$ cat config.mk
export PLATFORM = sky130hd
export DESIGN_NAME = ymodem_packet_deframer_core_flat
export DESIGN_NICKNAME = d
export VERILOG_FILES = /design/src/design/ymd_pkg.sv /design/src/design/ymd_if.sv /design/src/design/ymd_front.sv /design/src/design/ymd_queue.sv /design/src/design/ymd_back.sv /design/src/design/ymodem_packet_deframer_core.sv /design/src/flat_wrapper.sv
export SDC_FILE = /design/constraint.sdc
export NUM_CORES = 1
export LEC_CHECK = 0
export ABC_AREA = 1
export BUFFER_PORTS_ARGS = -buffer_cell sky130_fd_sc_hd__buf_4
export CORE_MARGIN = 4
export CORE_UTILIZATION = 60
export CTS_BUF_LIST = sky130_fd_sc_hd__clkbuf_4 sky130_fd_sc_hd__clkbuf_8
export DETAILED_ROUTE_END_ITERATION = 8
export PLACE_DENSITY = 0.82
export SYNTH_ARGS = -nofsm -noshare
export SYNTH_HDL_FRONTEND = slang
export SYNTH_HIERARCHICAL = 1
export SYNTH_SLANG_ARGS = --single-unit
$ cat constraint.sdc
create_clock -name clk -period 7.9 [get_ports clk]
set_input_delay 1.58 -clock clk [delete_from_list [all_inputs] [get_ports clk]]
set_output_delay 1.58 -clock clk [all_outputs]
set_load 0.02 [all_outputs]
$ cat src/design/ymd_pkg.sv
`default_nettype none
package ymd_pkg;

  localparam int unsigned QDEPTH = 4;
  localparam int unsigned QAW = $clog2(QDEPTH);

  localparam logic [7:0] BYTE_SOH = 8'h01;
  localparam logic [7:0] BYTE_STX = 8'h02;
  localparam logic [7:0] BYTE_EOT = 8'h04;
  localparam logic [7:0] BYTE_CA = 8'h18;
  localparam logic [7:0] BYTE_ABORT_UPPER = 8'h41;
  localparam logic [7:0] BYTE_ABORT_LOWER = 8'h61;

  localparam logic [15:0] CRC_POLY = 16'h1021;
  localparam logic [10:0] SHORT_LEN = 11'd128;
  localparam logic [10:0] LONG_LEN = 11'd1024;
  localparam logic [10:0] CANCEL_LEN = 11'd2;

  localparam logic [23:0] TIMEOUT_RESET = 24'd1000000;

  localparam logic OP_BYTE = 1'b0;
  localparam logic OP_TICK = 1'b1;

  localparam logic KIND_DATA = 1'b0;
  localparam logic KIND_STATUS = 1'b1;

  localparam int unsigned CFG_AW = 3;
  localparam logic REG_TIMEOUT = 1'b0;

  typedef enum logic [2:0] {
    ST_GOOD    = 3'd0,
    ST_EOT     = 3'd1,
    ST_CANCEL  = 3'd2,
    ST_ABORT   = 3'd3,
    ST_ERROR   = 3'd4,
    ST_TIMEOUT = 3'd5
  } status_t;

  typedef enum logic [2:0] {
    CLS_SOH,
    CLS_STX,
    CLS_EOT,
    CLS_CA,
    CLS_ABORT,
    CLS_OTHER
  } cls_t;

  typedef struct packed {
    logic       timeout;
    cls_t       cls;
    logic [7:0] rx_byte;
  } qent_t;

  typedef struct packed {
    logic       kind;
    logic [7:0] data_byte;
    logic [2:0] status;
    logic [7:0] packet_number;
    logic [10:0] packet_length;
  } res_t;

  function automatic logic [15:0] crc_byte(input logic [15:0] crc_in, input logic [7:0] b);
    logic [15:0] c;
    c = crc_in ^ {b, 8'h00};
    for (int i = 0; i < 8; i++) begin
      if (c[15]) begin
        c = {c[14:0], 1'b0} ^ CRC_POLY;
      end else begin
        c = {c[14:0], 1'b0};
      end
    end
    return c;
  endfunction

endpackage
`default_nettype wire

$ cat src/design/ymd_if.sv
`default_nettype none
interface ymd_in_if;
  logic       valid;
  logic       ready;
  logic       op;
  logic [7:0] rx_byte;

  modport source (output valid, output op, output rx_byte, input ready);
  modport sink (input valid, input op, input rx_byte, output ready);
endinterface

interface ymd_out_if;
  logic        valid;
  logic        ready;
  logic        kind;
  logic [7:0]  data_byte;
  logic [2:0]  status;
  logic [7:0]  packet_number;
  logic [10:0] packet_length;

  modport source (output valid, output kind, output data_byte, output status,
                  output packet_number, output packet_length, input ready);
  modport sink (input valid, input kind, input data_byte, input status,
                input packet_number, input packet_length, output ready);
endinterface
`default_nettype wire

$ cat src/design/ymd_front.sv
`default_nettype none
module ymd_front (
  input  wire logic          clk,
  input  wire logic          rst_n,
  ymd_in_if.sink             in_ch,
  input  wire logic [23:0]   timeout_ticks,
  input  wire logic          q_full,
  output ymd_pkg::qent_t     q_wdata,
  output logic               q_push
);

  logic [23:0] tick_count_r;
  logic [23:0] tick_count_nxt;
  logic [23:0] tick_inc;
  logic        accept;
  logic        hit;

  assign in_ch.ready = !q_full;
  assign accept = in_ch.valid && in_ch.ready;
  assign tick_inc = tick_count_r + 24'd1;
  assign hit = (tick_inc >= timeout_ticks) || (tick_inc == 24'd0);

  always_comb begin
    tick_count_nxt = tick_count_r;
    q_push = 1'b0;
    q_wdata.timeout = 1'b0;
    q_wdata.rx_byte = in_ch.rx_byte;
    case (in_ch.rx_byte)
      ymd_pkg::BYTE_SOH: q_wdata.cls = ymd_pkg::CLS_SOH;
      ymd_pkg::BYTE_STX: q_wdata.cls = ymd_pkg::CLS_STX;
      ymd_pkg::BYTE_EOT: q_wdata.cls = ymd_pkg::CLS_EOT;
      ymd_pkg::BYTE_CA: q_wdata.cls = ymd_pkg::CLS_CA;
      ymd_pkg::BYTE_ABORT_UPPER: q_wdata.cls = ymd_pkg::CLS_ABORT;
      ymd_pkg::BYTE_ABORT_LOWER: q_wdata.cls = ymd_pkg::CLS_ABORT;
      default: q_wdata.cls = ymd_pkg::CLS_OTHER;
    endcase
    if (accept) begin
      if (in_ch.op == ymd_pkg::OP_TICK) begin
        if (hit) begin
          tick_count_nxt = 24'd0;
          q_push = 1'b1;
          q_wdata.timeout = 1'b1;
        end else begin
          tick_count_nxt = tick_inc;
        end
      end else begin
        tick_count_nxt = 24'd0;
        q_push = 1'b1;
      end
    end
  end

  always_ff @(posedge clk) begin
    if (!rst_n) begin
      tick_count_r <= 24'd0;
    end else begin
      tick_count_r <= tick_count_nxt;
    end
  end

endmodule
`default_nettype wire

$ cat src/design/ymd_queue.sv
`default_nettype none
module ymd_queue (
  input  wire logic           clk,
  input  wire logic           rst_n,
  input  wire logic           push,
  input  wire ymd_pkg::qent_t wdata,
  output logic                full,
  input  wire logic           pop,
  output logic                rvalid,
  output ymd_pkg::qent_t      rdata
);

  ymd_pkg::qent_t            mem_r [ymd_pkg::QDEPTH];
  logic [ymd_pkg::QAW-1:0]   wr_ptr_r;
  logic [ymd_pkg::QAW-1:0]   rd_ptr_r;
  logic [ymd_pkg::QAW:0]     cnt_r;
  logic                      do_push;
  logic                      do_pop;

  assign full = (cnt_r == ymd_pkg::QAW'(0) + (ymd_pkg::QAW+1)'(ymd_pkg::QDEPTH));
  assign rvalid = (cnt_r != '0);
  assign rdata = mem_r[rd_ptr_r];
  assign do_push = push && !full;
  assign do_pop = pop && rvalid;

  always_ff @(posedge clk) begin
    if (do_push) begin
      mem_r[wr_ptr_r] <= wdata;
    end
  end

  always_ff @(posedge clk) begin
    if (!rst_n) begin
      wr_ptr_r <= '0;
      rd_ptr_r <= '0;
      cnt_r <= '0;
    end else begin
      if (do_push) begin
        wr_ptr_r <= wr_ptr_r + 1'b1;
      end
      if (do_pop) begin
        rd_ptr_r <= rd_ptr_r + 1'b1;
      end
      case ({do_push, do_pop})
        2'b10: cnt_r <= cnt_r + 1'b1;
        2'b01: cnt_r <= cnt_r - 1'b1;
        default: cnt_r <= cnt_r;
      endcase
    end
  end

endmodule
`default_nettype wire

$ cat src/design/ymd_back.sv
`default_nettype none
module ymd_back (
  input  wire logic           clk,
  input  wire logic           rst_n,
  input  wire logic           q_valid,
  input  wire ymd_pkg::qent_t q_rdata,
  output logic                q_pop,
  ymd_out_if.source           out_ch
);

  typedef enum logic [2:0] {
    PH_IDLE,
    PH_CA2,
    PH_SEQ,
    PH_CSEQ,
    PH_DATA,
    PH_CRCH,
    PH_CRCL
  } phase_t;

  phase_t          phase_r, phase_nxt;
  logic            long_packet_r, long_packet_nxt;
  logic [7:0]      seq_number_r, seq_number_nxt;
  logic [7:0]      seq_complement_r, seq_complement_nxt;
  logic [10:0]     byte_count_r, byte_count_nxt;
  logic [15:0]     crc_r, crc_nxt;
  logic [7:0]      crc_high_r, crc_high_nxt;
  logic            out_valid_r, out_valid_nxt;
  ymd_pkg::res_t   out_r, out_nxt;
  ymd_pkg::res_t   res;
  logic            res_valid;
  logic            go;
  logic [10:0]     len;
  logic [10:0]     count_inc;
  logic [7:0]      b;

  assign go = q_valid && (!out_valid_r || out_ch.ready);
  assign q_pop = go;
  assign b = q_rdata.rx_byte;
  assign len = long_packet_r ? ymd_pkg::LONG_LEN : ymd_pkg::SHORT_LEN;
  assign count_inc = byte_count_r + 11'd1;

  assign out_ch.valid = out_valid_r;
  assign out_ch.kind = out_r.kind;
  assign out_ch.data_byte = out_r.data_byte;
  assign out_ch.status = out_r.status;
  assign out_ch.packet_number = out_r.packet_number;
  assign out_ch.packet_length = out_r.packet_length;

  always_comb begin
    phase_nxt = phase_r;
    long_packet_nxt = long_packet_r;
    seq_number_nxt = seq_number_r;
    seq_complement_nxt = seq_complement_r;
    byte_count_nxt = byte_count_r;
    crc_nxt = crc_r;
    crc_high_nxt = crc_high_r;
    res_valid = 1'b0;
    res = '0;
    res.kind = ymd_pkg::KIND_STATUS;
    if (go) begin
      if (q_rdata.timeout) begin
        res_valid = 1'b1;
        res.status = ymd_pkg::ST_TIMEOUT;
        phase_nxt = PH_IDLE;
      end else begin
        case (phase_r)
          PH_IDLE: begin
            case (q_rdata.cls)
              ymd_pkg::CLS_SOH, ymd_pkg::CLS_STX: begin
                long_packet_nxt = (q_rdata.cls == ymd_pkg::CLS_STX);
                byte_count_nxt = 11'd0;
                crc_nxt = 16'd0;
                phase_nxt = PH_SEQ;
              end
              ymd_pkg::CLS_EOT: begin
                res_valid = 1'b1;
                res.status = ymd_pkg::ST_EOT;
              end
              ymd_pkg::CLS_CA: phase_nxt = PH_CA2;
              ymd_pkg::CLS_ABORT: begin
                res_valid = 1'b1;
                res.status = ymd_pkg::ST_ABORT;
              end
              default: begin
                res_valid = 1'b1;
                res.status = ymd_pkg::ST_ERROR;
              end
            endcase
          end
          PH_CA2: begin
            res_valid = 1'b1;
            phase_nxt = PH_IDLE;
            if (q_rdata.cls == ymd_pkg::CLS_CA) begin
              res.status = ymd_pkg::ST_CANCEL;
              res.packet_length = ymd_pkg::CANCEL_LEN;
            end else begin
              res.status = ymd_pkg::ST_ERROR;
            end
          end
          PH_SEQ: begin
            seq_number_nxt = b;
            phase_nxt = PH_CSEQ;
          end
          PH_CSEQ: begin
            seq_complement_nxt = b;
            phase_nxt = PH_DATA;
          end
          PH_DATA: begin
            crc_nxt = ymd_pkg::crc_byte(crc_r, b);
            byte_count_nxt = count_inc;
            if (count_inc >= len) begin
              phase_nxt = PH_CRCH;
            end
            res_valid = 1'b1;
            res.kind = ymd_pkg::KIND_DATA;
            res.data_byte = b;
          end
          PH_CRCH: begin
            crc_high_nxt = b;
            phase_nxt = PH_CRCL;
          end
          PH_CRCL: begin
            res_valid = 1'b1;
            phase_nxt = PH_IDLE;
            if ((seq_number_r != ~seq_complement_r) || ({crc_high_r, b} != crc_r)) begin
              res.status = ymd_pkg::ST_ERROR;
            end else begin
              res.status = ymd_pkg::ST_GOOD;
              res.packet_number = seq_number_r;
              res.packet_length = len;
            end
          end
          default: phase_nxt = PH_IDLE;
        endcase
      end
    end
  end

  always_comb begin
    out_nxt = out_r;
    out_valid_nxt = out_valid_r;
    if (go && res_valid) begin
      out_valid_nxt = 1'b1;
      out_nxt = res;
    end else if (out_ch.ready) begin
      out_valid_nxt = 1'b0;
    end
  end

  always_ff @(posedge clk) begin
    if (!rst_n) begin
      phase_r <= PH_IDLE;
      long_packet_r <= 1'b0;
      seq_number_r <= 8'd0;
      seq_complement_r <= 8'd0;
      byte_count_r <= 11'd0;
      crc_r <= 16'd0;
      crc_high_r <= 8'd0;
      out_valid_r <= 1'b0;
    end else begin
      phase_r <= phase_nxt;
      long_packet_r <= long_packet_nxt;
      seq_number_r <= seq_number_nxt;
      seq_complement_r <= seq_complement_nxt;
      byte_count_r <= byte_count_nxt;
      crc_r <= crc_nxt;
      crc_high_r <= crc_high_nxt;
      out_valid_r <= out_valid_nxt;
    end
  end

  always_ff @(posedge clk) begin
    out_r <= out_nxt;
  end

endmodule
`default_nettype wire

$ cat src/design/ymodem_packet_deframer_core.sv
`default_nettype none
// ymodem receive deframer: each input beat is a received byte or a timer tick, and the
// block returns payload bytes as they arrive followed by one status beat per packet
// (good data, end of transmission, cancel, abort, error or timeout). one beat is taken
// per clock when the result side keeps up; the classifier and tick counter feed a
// four-entry queue, and the packet state machine with its byte-wide crc-16 update drains
// it at one entry per cycle into an output register, so a stalled result only holds back
// input once the queue fills. timeout_ticks sits at apb byte address 0.
module ymodem_packet_deframer_core (
  input  wire logic        clk,
  input  wire logic        rst_n,
  ymd_in_if.sink           in_ch,
  ymd_out_if.source        out_ch,
  input  wire logic        psel,
  input  wire logic        penable,
  input  wire logic        pwrite,
  input  wire logic [ymd_pkg::CFG_AW-1:0] paddr,
  input  wire logic [31:0] pwdata,
  output logic [31:0]      prdata,
  output logic             pready
);

  logic [23:0]     timeout_ticks_r;
  logic            q_full;
  logic            q_push;
  logic            q_pop;
  logic            q_valid;
  ymd_pkg::qent_t  q_wdata;
  ymd_pkg::qent_t  q_rdata;
  logic            reg_sel;

  assign pready = 1'b1;
  assign reg_sel = paddr[ymd_pkg::CFG_AW-1];
  assign prdata = (reg_sel == ymd_pkg::REG_TIMEOUT) ? {8'd0, timeout_ticks_r} : 32'd0;

  always_ff @(posedge clk) begin
    if (!rst_n) begin
      timeout_ticks_r <= ymd_pkg::TIMEOUT_RESET;
    end else if (psel && penable && pwrite && pready && reg_sel == ymd_pkg::REG_TIMEOUT) begin
      timeout_ticks_r <= pwdata[23:0];
    end
  end

  ymd_front u_front (
    .clk           (clk),
    .rst_n         (rst_n),
    .in_ch         (in_ch),
    .timeout_ticks (timeout_ticks_r),
    .q_full        (q_full),
    .q_wdata       (q_wdata),
    .q_push        (q_push)
  );

  ymd_queue u_queue (
    .clk    (clk),
    .rst_n  (rst_n),
    .push   (q_push),
    .wdata  (q_wdata),
    .full   (q_full),
    .pop    (q_pop),
    .rvalid (q_valid),
    .rdata  (q_rdata)
  );

  ymd_back u_back (
    .clk     (clk),
    .rst_n   (rst_n),
    .q_valid (q_valid),
    .q_rdata (q_rdata),
    .q_pop   (q_pop),
    .out_ch  (out_ch)
  );

endmodule
`default_nettype wire
$ cat src/flat_wrapper.sv
// flat-port wrapper written by rule: the top's interface ports become plain ports
module ymodem_packet_deframer_core_flat 
  (clk, rst_n, psel, penable, pwrite, paddr, pwdata, prdata, pready, in_ch_valid, in_ch_op, in_ch_rx_byte, in_ch_ready, out_ch_valid, out_ch_kind, out_ch_data_byte, out_ch_status, out_ch_packet_number, out_ch_packet_length, out_ch_ready);
  ymd_in_if in_ch_i ();
  ymd_out_if out_ch_i ();
  input  wire logic clk;
  input  wire logic rst_n;
  input  wire logic psel;
  input  wire logic penable;
  input  wire logic pwrite;
  input  wire logic [ymd_pkg::CFG_AW-1:0] paddr;
  input  wire logic [31:0] pwdata;
  output logic [31:0] prdata;
  output logic pready;
  input wire logic [$bits(in_ch_i.valid)-1:0] in_ch_valid;
  input wire logic [$bits(in_ch_i.op)-1:0] in_ch_op;
  input wire logic [$bits(in_ch_i.rx_byte)-1:0] in_ch_rx_byte;
  output wire logic [$bits(in_ch_i.ready)-1:0] in_ch_ready;
  output wire logic [$bits(out_ch_i.valid)-1:0] out_ch_valid;
  output wire logic [$bits(out_ch_i.kind)-1:0] out_ch_kind;
  output wire logic [$bits(out_ch_i.data_byte)-1:0] out_ch_data_byte;
  output wire logic [$bits(out_ch_i.status)-1:0] out_ch_status;
  output wire logic [$bits(out_ch_i.packet_number)-1:0] out_ch_packet_number;
  output wire logic [$bits(out_ch_i.packet_length)-1:0] out_ch_packet_length;
  input wire logic [$bits(out_ch_i.ready)-1:0] out_ch_ready;
  assign in_ch_i.valid = in_ch_valid;
  assign in_ch_i.op = in_ch_op;
  assign in_ch_i.rx_byte = in_ch_rx_byte;
  assign in_ch_ready = in_ch_i.ready;
  assign out_ch_valid = out_ch_i.valid;
  assign out_ch_kind = out_ch_i.kind;
  assign out_ch_data_byte = out_ch_i.data_byte;
  assign out_ch_status = out_ch_i.status;
  assign out_ch_packet_number = out_ch_i.packet_number;
  assign out_ch_packet_length = out_ch_i.packet_length;
  assign out_ch_i.ready = out_ch_ready;
  ymodem_packet_deframer_core u_core (.clk(clk), .rst_n(rst_n), .in_ch(in_ch_i), .out_ch(out_ch_i), .psel(psel), .penable(penable), .pwrite(pwrite), .paddr(paddr), .pwdata(pwdata), .prdata(prdata), .pready(pready));
endmodule
==> results of run 1 <==
-- metal layers --
layer,GRT usage,share of wire,up-vias
met5,0,0,-
met2,0.3885,0.49,207
li1,-,-,4317
met4,0.05148,0.011,0
met3,0.05180,0.056,21
met1,0.2938,0.44,3901
-- worst paths after layout --
path | end | cells past startpoint | slack (ns)
setup / recovery | u_core/u_queue/mem_r[0][8]$_DFFE_PP_ | 20 | 3.68
hold / removal | u_core/u_back/byte_count_r[8]$_SDFFE_PN0P_ | 2 | 0.49
setup reg to reg | u_core/u_queue/mem_r[0][8]$_DFFE_PP_ | 20 | 3.68
hold reg to reg | u_core/u_back/byte_count_r[8]$_SDFFE_PN0P_ | 2 | 0.49
-- placed cells by master (no fill, tap or decap), types with 3 or more instances in the layout --
master and n:
nand2_1 247, nor2_1 184, inv_1 180, dfxtp_1 113
buf_4 91, a21oi_1 78, nand3_1 73, edfxtp_1 71
o21ai_0 64, ha_1 35, nor2_2 29, o21ai_1 25
xnor2_1 23, clkbuf_8 18, nand2_2 18, conb_1 17
nand4_1 16, inv_2 14, o22ai_1 14, xor2_1 13
nor2_4 8, nor4_1 7, nand2_4 6, clkinv_2 5
nor3_1 5, nor2_8 4, clkbuf_4 3, nand3_2 3
nand3b_1 3, o21bai_1 3
-- registers in the layout, indices dropped and copies added (netlist names), named ones only --
| signal | cells |
|---|---|
| u_core/u_back/out_ch.packet_length | 3 |
| u_core/u_back/out_ch.packet_number | 8 |
| u_core/u_queue/rd_ptr_r | 2 |
| u_core/u_back/long_packet_r | 1 |
| u_core/u_back/out_ch.data_byte | 8 |
| u_core/u_back/out_ch.kind | 1 |
| u_core/u_back/crc_r | 16 |
| u_core/u_back/crc_high_r | 8 |
| u_core/u_front/tick_count_r | 24 |
| u_core/u_back/seq_complement_r | 8 |
| u_core/u_back/out_ch.valid | 1 |
| u_core/u_queue/wr_ptr_r | 2 |
| u_core/u_queue/mem_r | 48 |
| u_core/u_back/byte_count_r | 11 |
| u_core/u_back/phase_r | 3 |
| u_core/u_back/seq_number_r | 8 |
| u_core/u_queue/cnt_r | 3 |
| u_core/u_back/out_ch.status | 3 |
| u_core/timeout_ticks_r | 24 |
-- layout make-up --
class                      instances  area (um2)
fill                            1413        5489
multi-input combinational        895        4693
sequential                       184        4394
inverter                         196       737.0
timing repair buffer              91       683.2
tap                              220       275.3
clock buffer                      21       270.3
clock inverter                    11       100.1
-- cells by family (layout without fill, tap and decap cells) --
group	after synthesis	count (layout)	share of synthesized area
other cells	3	17	0.001102
flops	184	184	0.4301
fa+ha+maj	36	36	0.04482
simple gates	611	611	0.2754
mux	1	1	0.0009797
xor+xnor	37	37	0.03245
compound gates	193	193	0.09944
buf+inv	255	319	0.1157
-- critical path, stage by stage (launching register included) --
cell      delay [ns]
dfxtp_1         0.45
nand2_1         0.17
nor2_8          0.17
nand3b_1        0.18
nor2_1          0.13
nand2_1         0.06
nand2_1         0.16
inv_1           0.07
ha_1            0.29
inv_1           0.04
nor3_1          0.21
nand4_1         0.23
nor2_1          0.14
nand2_1         0.06
nand3_1         0.08
nor2_1          0.08
nand3_2         0.09
nand2_2         0.07
inv_1           0.17
nand2_4         0.09
nor2_1          0.90
-- per-stage QoR --
step                cells  area, um2  setup slack (ns)
finish               1618      11150             3.675
global route         1618      11150             3.383
CTS                  1618      11150             3.686
detailed placement   1586      10780             3.333
global placement     1586      10780             3.374
floorplan            1334      10270             4.149
-- power groups by stage --
| stage | logic [mW] | registers, mW | clock network (mW) |
|---|---|---|---|
| 2_1_floorplan | 0.822 | 1.33 | 0 |
| 3_3_place_gp | 1.16 | 1.26 | 0 |
| 3_5_place_dp | 1.19 | 1.27 | 0 |
| 4_1_cts | 1.20 | 1.25 | 0.613 |
| 5_1_grt | 1.33 | 1.27 | 0.657 |
| 6_report | 1.21 | 1.25 | 0.600 |
==> impl_metrics.yaml, run 1 <==
worst_setup_path:
  critPathCaptureType: "flop"
  crit_type: "reg2reg"
  critical_path.startpoint: "u_core/u_front/tick_count_r[0]$_SDFFE_PN0P_"
  required_ns: 7.98
  start_kind: "flop"
  arrival_ns: 4.31
  reg2reg_from: "u_core/u_front/tick_count_r[0]$_SDFFE_PN0P_"
  crit_fanout: 12
synth:
  synthDistinctLibCells: 50
  synth-edff-count: 71
  synth.most_common_cell: "nand2_1"
  async_flop_share: 0
  yosys-top-cells-count: "nand2_1, nor2_1, inv_1"
  syn_area_um2: 10220
  ys_seq_elements: 184
  synthCells: 1320
  synth_top_cell_by_area: "dfxtp_1"
  avgSynthCellArea_um2: 7.740
  synthFlopType: "dfxtp_1"
  ys_seq_area_frac: 0.4301
  synth_top_area_share: 0.2214
  yosys_warnings: 6
  synth_area_leaders: "dfxtp_1, edfxtp_1, nand2_1, nor2_1, inv_1"
die:
  die_w_um: 138.5
  num_rows: 47
  die_height_um: 138.5
  io_pins: 117
  fp.coreArea_um2: 16640
  initial_core_util: 0.6139
  fp.dieArea_um2: 19180
run:
  cap_violations: 0
placed_design:
  dp_hpwl_um: 16140
  gp_congestion: 0.8993
  io_buffer_count: 89
grt:
  grt.overflow.total: 0
  gr-usage-all-layers: 0.2265
  grt_pass1_wl_um: 36160
  antenna_found_initial: 0
  grt_max_degree: 61
  grt_pass1_vias: 7763
clock_tree:
  cts_tree: "done"
  cts_resized: 0
  root_buffer: "clkbuf_8"
  clkSinkCount: 184
  postCtsSetupBuffers: 0
  ctsHtreeMaxLevel: 4
  clockBufferDepth: 2
  insertion_delay_ns: 0.47
  cts.reportedPaths.clkPinSlew_ns: 0.09
  cts_buffers: 17
  cts_hold_buf: 0
power_and_ir_drop:
  p_leak_nw: 4.941
  p_per_area_nw_per_um2: 273.9
  p_switching_mw: 1.232
  p_total_mw: 3.055
  power.internal_mw: 1.823
  p_sw_frac: 0.4034
  pwr-share-clk: 0.196
  vdd_drop_max_v: 0.0001735
  pwr-share-comb: 0.395
  pwr-share-seq: 0.409
timing:
  holdWs_ns: 0.4861
  maxSlewHeadroom: 0.2043
  fin_worst_skew_ns: 0.01316
  fmax_mhz: 236.7
  fin_crit_sh: 0.5348
  post-route-min-period_ns: 4.225
  tns_ns: 0
  finalSetupViolCount: 0
  slew_violations: 0
  worst_pin_slew_ns: 1.189
  rsz0062_at_grt: "no"
  finalHoldViolCount: 0
route:
  drc: 0
  via_count: 8446
  drtPass1Iterations: 8
  via_per_inst: 5.220
  wl_per_cell_um: 13.67
  routed_wl_um: 22130
  ant_nets: 0
  drt-initial-drc-count: 646
min_path:
  hold_class: "reg2reg"
  hold_start: "u_core/u_back/byte_count_r[8]$_SDFFE_PN0P_"
final_layout:
  diodes: 0
  utilization: 0.6702
  drive_above_1_share: 0.1516
  area_growth_syn_to_layout_pct: 9.160
  nNetsFinal: 1472
outcome:
  status: "complete, no violations"
Power figures use the tool's default switching activity.
==> run 2, diff against run 1 <==
--- a/config.mk
+++ b/config.mk
@@ -8,10 +8,10 @@
 export ABC_AREA = 1
 export BUFFER_PORTS_ARGS = -buffer_cell sky130_fd_sc_hd__buf_4
 export CORE_MARGIN = 4
-export CORE_UTILIZATION = 60
+export CORE_UTILIZATION = 55
 export CTS_BUF_LIST = sky130_fd_sc_hd__clkbuf_4 sky130_fd_sc_hd__clkbuf_8
 export DETAILED_ROUTE_END_ITERATION = 8
-export PLACE_DENSITY = 0.82
+export PLACE_DENSITY = 0.79
 export SYNTH_ARGS = -nofsm -noshare
 export SYNTH_HDL_FRONTEND = slang
 export SYNTH_HIERARCHICAL = 1
==> constraint.sdc (replaced) <==
create_clock -name clk -period 3.7 [get_ports clk]
set_input_delay 0.74 -clock clk [delete_from_list [all_inputs] [get_ports clk]]
set_output_delay 0.74 -clock clk [all_outputs]
set_load 0.02 [all_outputs]
==> run 2 against run 1 <==
Fmax rose by 21%. Worst hold slack got worse by 0.0049 ns. Final cell count rose by 3.5%. Total power rose by 120%. Register-to-register slack got worse by 3.5 ns. Utilization fell by 2.2 points. Largest cell class unchanged. Largest power group is now combinational logic.
==> impl_metrics.yaml, run 2 (same netlist as run 1, synthesis figures left out) <==
worst_setup_path:
  required_ns: 4.11
  arrival_ns: 3.90
  cp_num_buf_inv: 5
  crit_family: "simple AND/OR/NAND/NOR gates"
  critPathCaptureType: "flop"
  cp_slowest_cell: "fa_2"
  r2r_slack_ns: 0.20
  start_kind: "flop"
  crit_type: "reg2reg"
  reg2reg_from: "u_core/u_front/tick_count_r[1]$_SDFFE_PN0P_"
  crit_chain: "nand2_4 -> nor2_8 -> nand3b_1 -> nor2_1 -> nand2_1 -> nand2_2 -> inv_1 -> ha_4 -> inv_1 -> nor3_2 -> nand4_1 -> buf_4 -> nor3_4 -> nor2_4 -> nand3_2 -> nand2_2 -> inv_2 -> nand2_4 -> ha_4 -> inv_2 -> fa_2 -> a21oi_1"
  r2r_cells: 22
  crit_fanout: 6
  r2r_end: "u_core/u_queue/cnt_r[1]$_SDFFE_PN0P_"
  max_stage_delay_ns: 0.42
grt:
  grt_pass1_vias: 7942
  grt_pass1_wl_um: 36590
  antenna_found_initial: 0
  gr-usage-all-layers: 0.2175
  grt_max_degree: 36
  grt.overflow.total: 0
power_and_ir_drop:
  power.internal_mw: 4.107
  pwr-share-seq: 0.391
  p_sw_frac: 0.3949
  p_per_area_nw_per_um2: 578.6
  pwr-share-clk: 0.203
  pwr-share-comb: 0.406
  vdd_drop_max_v: 0.0003125
  p_leak_nw: 5.251
  p_switching_mw: 2.681
route:
  wl_per_cell_um: 13.71
  drt-initial-drc-count: 649
  wl_met1_um: 9698
  via_per_inst: 5.198
  top_layer_used: "met4"
  ant_nets: 0
  drtPass1Iterations: 6
  via_count: 8707
  drc: 0
  routed_wl_um: 22960
  dr_wl_met3_um: 1373
  wl_met2_um: 11550
placed_design:
  io_buffer_count: 89
  gp_congestion: 0.8948
  pre_cts_ws_ns: -0.09741
  dp_hpwl_um: 16470
timing:
  worst_slack_ns: 0.2010
  fin_crit_sh: 0.9457
  finalSetupViolCount: 0
  fin_worst_skew_ns: 0.01428
  worst_pin_slew_ns: 0.9360
  fmax_mhz: 285.8
  slew_violations: 0
  maxSlewHeadroom: 0.3753
  finalHoldViolCount: 0
  post-route-min-period_ns: 3.499
final_layout:
  drive_above_1_share: 0.2026
  largest_registers: "u_core/u_queue/mem_r: 48 flops, u_core/timeout_ticks_r: 24 flops, u_core/u_front/tick_count_r: 24 flops"
  utilization: 0.6486
  nNetsFinal: 1520
  layout_commonest_cell: "nand2_1"
  largest_register_ffs: 48
  layout_common_cells: "nand2_1, nor2_1, inv_1"
  area_growth_syn_to_layout_pct: 14.81
  fillerInstances: 1494
  multi_input_area_um2: 4840
  diodes: 0
  largest_register: "u_core/u_queue/mem_r"
  regArea_um2: 4409
die:
  die_w_um: 144.3
  fp.dieArea_um2: 20820
  die_height_um: 144.3
  io_pins: 117
  initial_core_util: 0.5649
  num_rows: 49
  fp.coreArea_um2: 18090
clock_tree:
  insertion_delay_ns: 0.47
  cts_hold_buf: 0
  clockBufferDepth: 2
  ctsHtreeMaxLevel: 4
  clkSinkCount: 184
  root_buffer: "clkbuf_8"
  cts_tree: "done"
  cts.reportedPaths.clkPinSlew_ns: 0.09
  cts_buffers: 17
run:
  cap_violations: 0
min_path:
  hold_end: "u_core/timeout_ticks_r[14]$_SDFFE_PN1P_"
  hold_class: "in2reg"
  min_path_cells: 3
  hold_start: "pwdata[14]"
outcome:
  status: "complete, no violations"
-- run 2: cell count changes in the layout (fill, tap and decap cells not counted), sizes merged --
cell,delta
buf,+48
bufinv,+2
clkbuf,-2
-- run 2: worst reg2reg max path: cells and delay by family, from the launching register on --
family	cells	cell delay [ns]
and+or+nand+nor	13	1.56
buffers and inverters	5	0.48
AOI/OAI and AO/OA	1	0.14
adders and majority gates	3	0.86
DFF	1	0.40
-- run 2: power groups by stage --
| stage | clock network (mW) | registers (mW) | logic (mW) |
|---|---|---|---|
| after floorplan | 0 | 2.84 | 1.75 |
| after global placement | 0 | 2.68 | 2.59 |
| after detailed placement | 0 | 2.69 | 2.67 |
| after CTS | 1.40 | 2.65 | 2.69 |
| after global routing | 1.49 | 2.69 | 3.06 |
| final | 1.38 | 2.65 | 2.76 |
-- run 2: cell type report --
class,instances,area share
Clock buffer,19,0.02123
Clock inverter,13,0.01301
Timing Repair Buffer,139,0.09003
Tap cell,229,0.02443
Sequential cell,184,0.3759
Multi-Input combinational cell,895,0.4126
Inverter,196,0.06283
-- run 2: per-layer routing --
metal / up-vias / track usage
met5: - / 0
met4: 0 / 0.06726
met3: 27 / 0.03770
met2: 241 / 0.3772
met1: 4032 / 0.2776
li1: 4407 / -
-- run 2: per-stage QoR --
step	instances	setup TNS [ns]	hold slack [ns]	instance area, um2	power [mW]
floorplan	1334	0	0.4506	10270	4.598
global placement	1639	-0.004601	0.4669	11140	5.268
detailed placement	1639	-0.09741	0.4714	11140	5.355
CTS	1671	0	0.4636	11550	6.737
global route	1675	-0.05406	0.4701	11730	7.236
finish	1675	0	0.4813	11730	6.787
-- run 2: how the worst max path moves through the flow --
stage / startpoint / endpoint / slack, ns / depth (start not counted)
6_report: u_core/u_front/tick_count_r[1]$_SDFFE_PN0P_ / u_core/u_queue/cnt_r[1]$_SDFFE_PN0P_ / 0.20 / 22
5_1_grt: u_core/u_front/tick_count_r[1]$_SDFFE_PN0P_ / u_core/u_queue/cnt_r[2]$_SDFFE_PN0P_ / -0.04 / 28
4_1_cts: u_core/u_front/tick_count_r[0]$_SDFFE_PN0P_ / u_core/u_queue/cnt_r[2]$_SDFFE_PN0P_ / 0.03 / 29
3_5_place_dp: u_core/u_front/tick_count_r[0]$_SDFFE_PN0P_ / u_core/u_queue/cnt_r[2]$_SDFFE_PN0P_ / -0.1 / 27
3_3_place_gp: u_core/u_front/tick_count_r[0]$_SDFFE_PN0P_ / u_core/u_queue/cnt_r[2]$_SDFFE_PN0P_ / -0.005 / 26
2_1_floorplan: u_core/u_front/tick_count_r[0]$_SDFFE_PN0P_ / u_core/u_queue/cnt_r[2]$_SDFFE_PN0P_ / 0.36 / 29
-- run 2: timing repair --
action | 4_1_cts | 5_1_grt
pin swaps | 0 | 22
gates resized for setup | 5 | 41
endpoints found under the setup margin | 1 | 50
setup buffers | 0 | 4
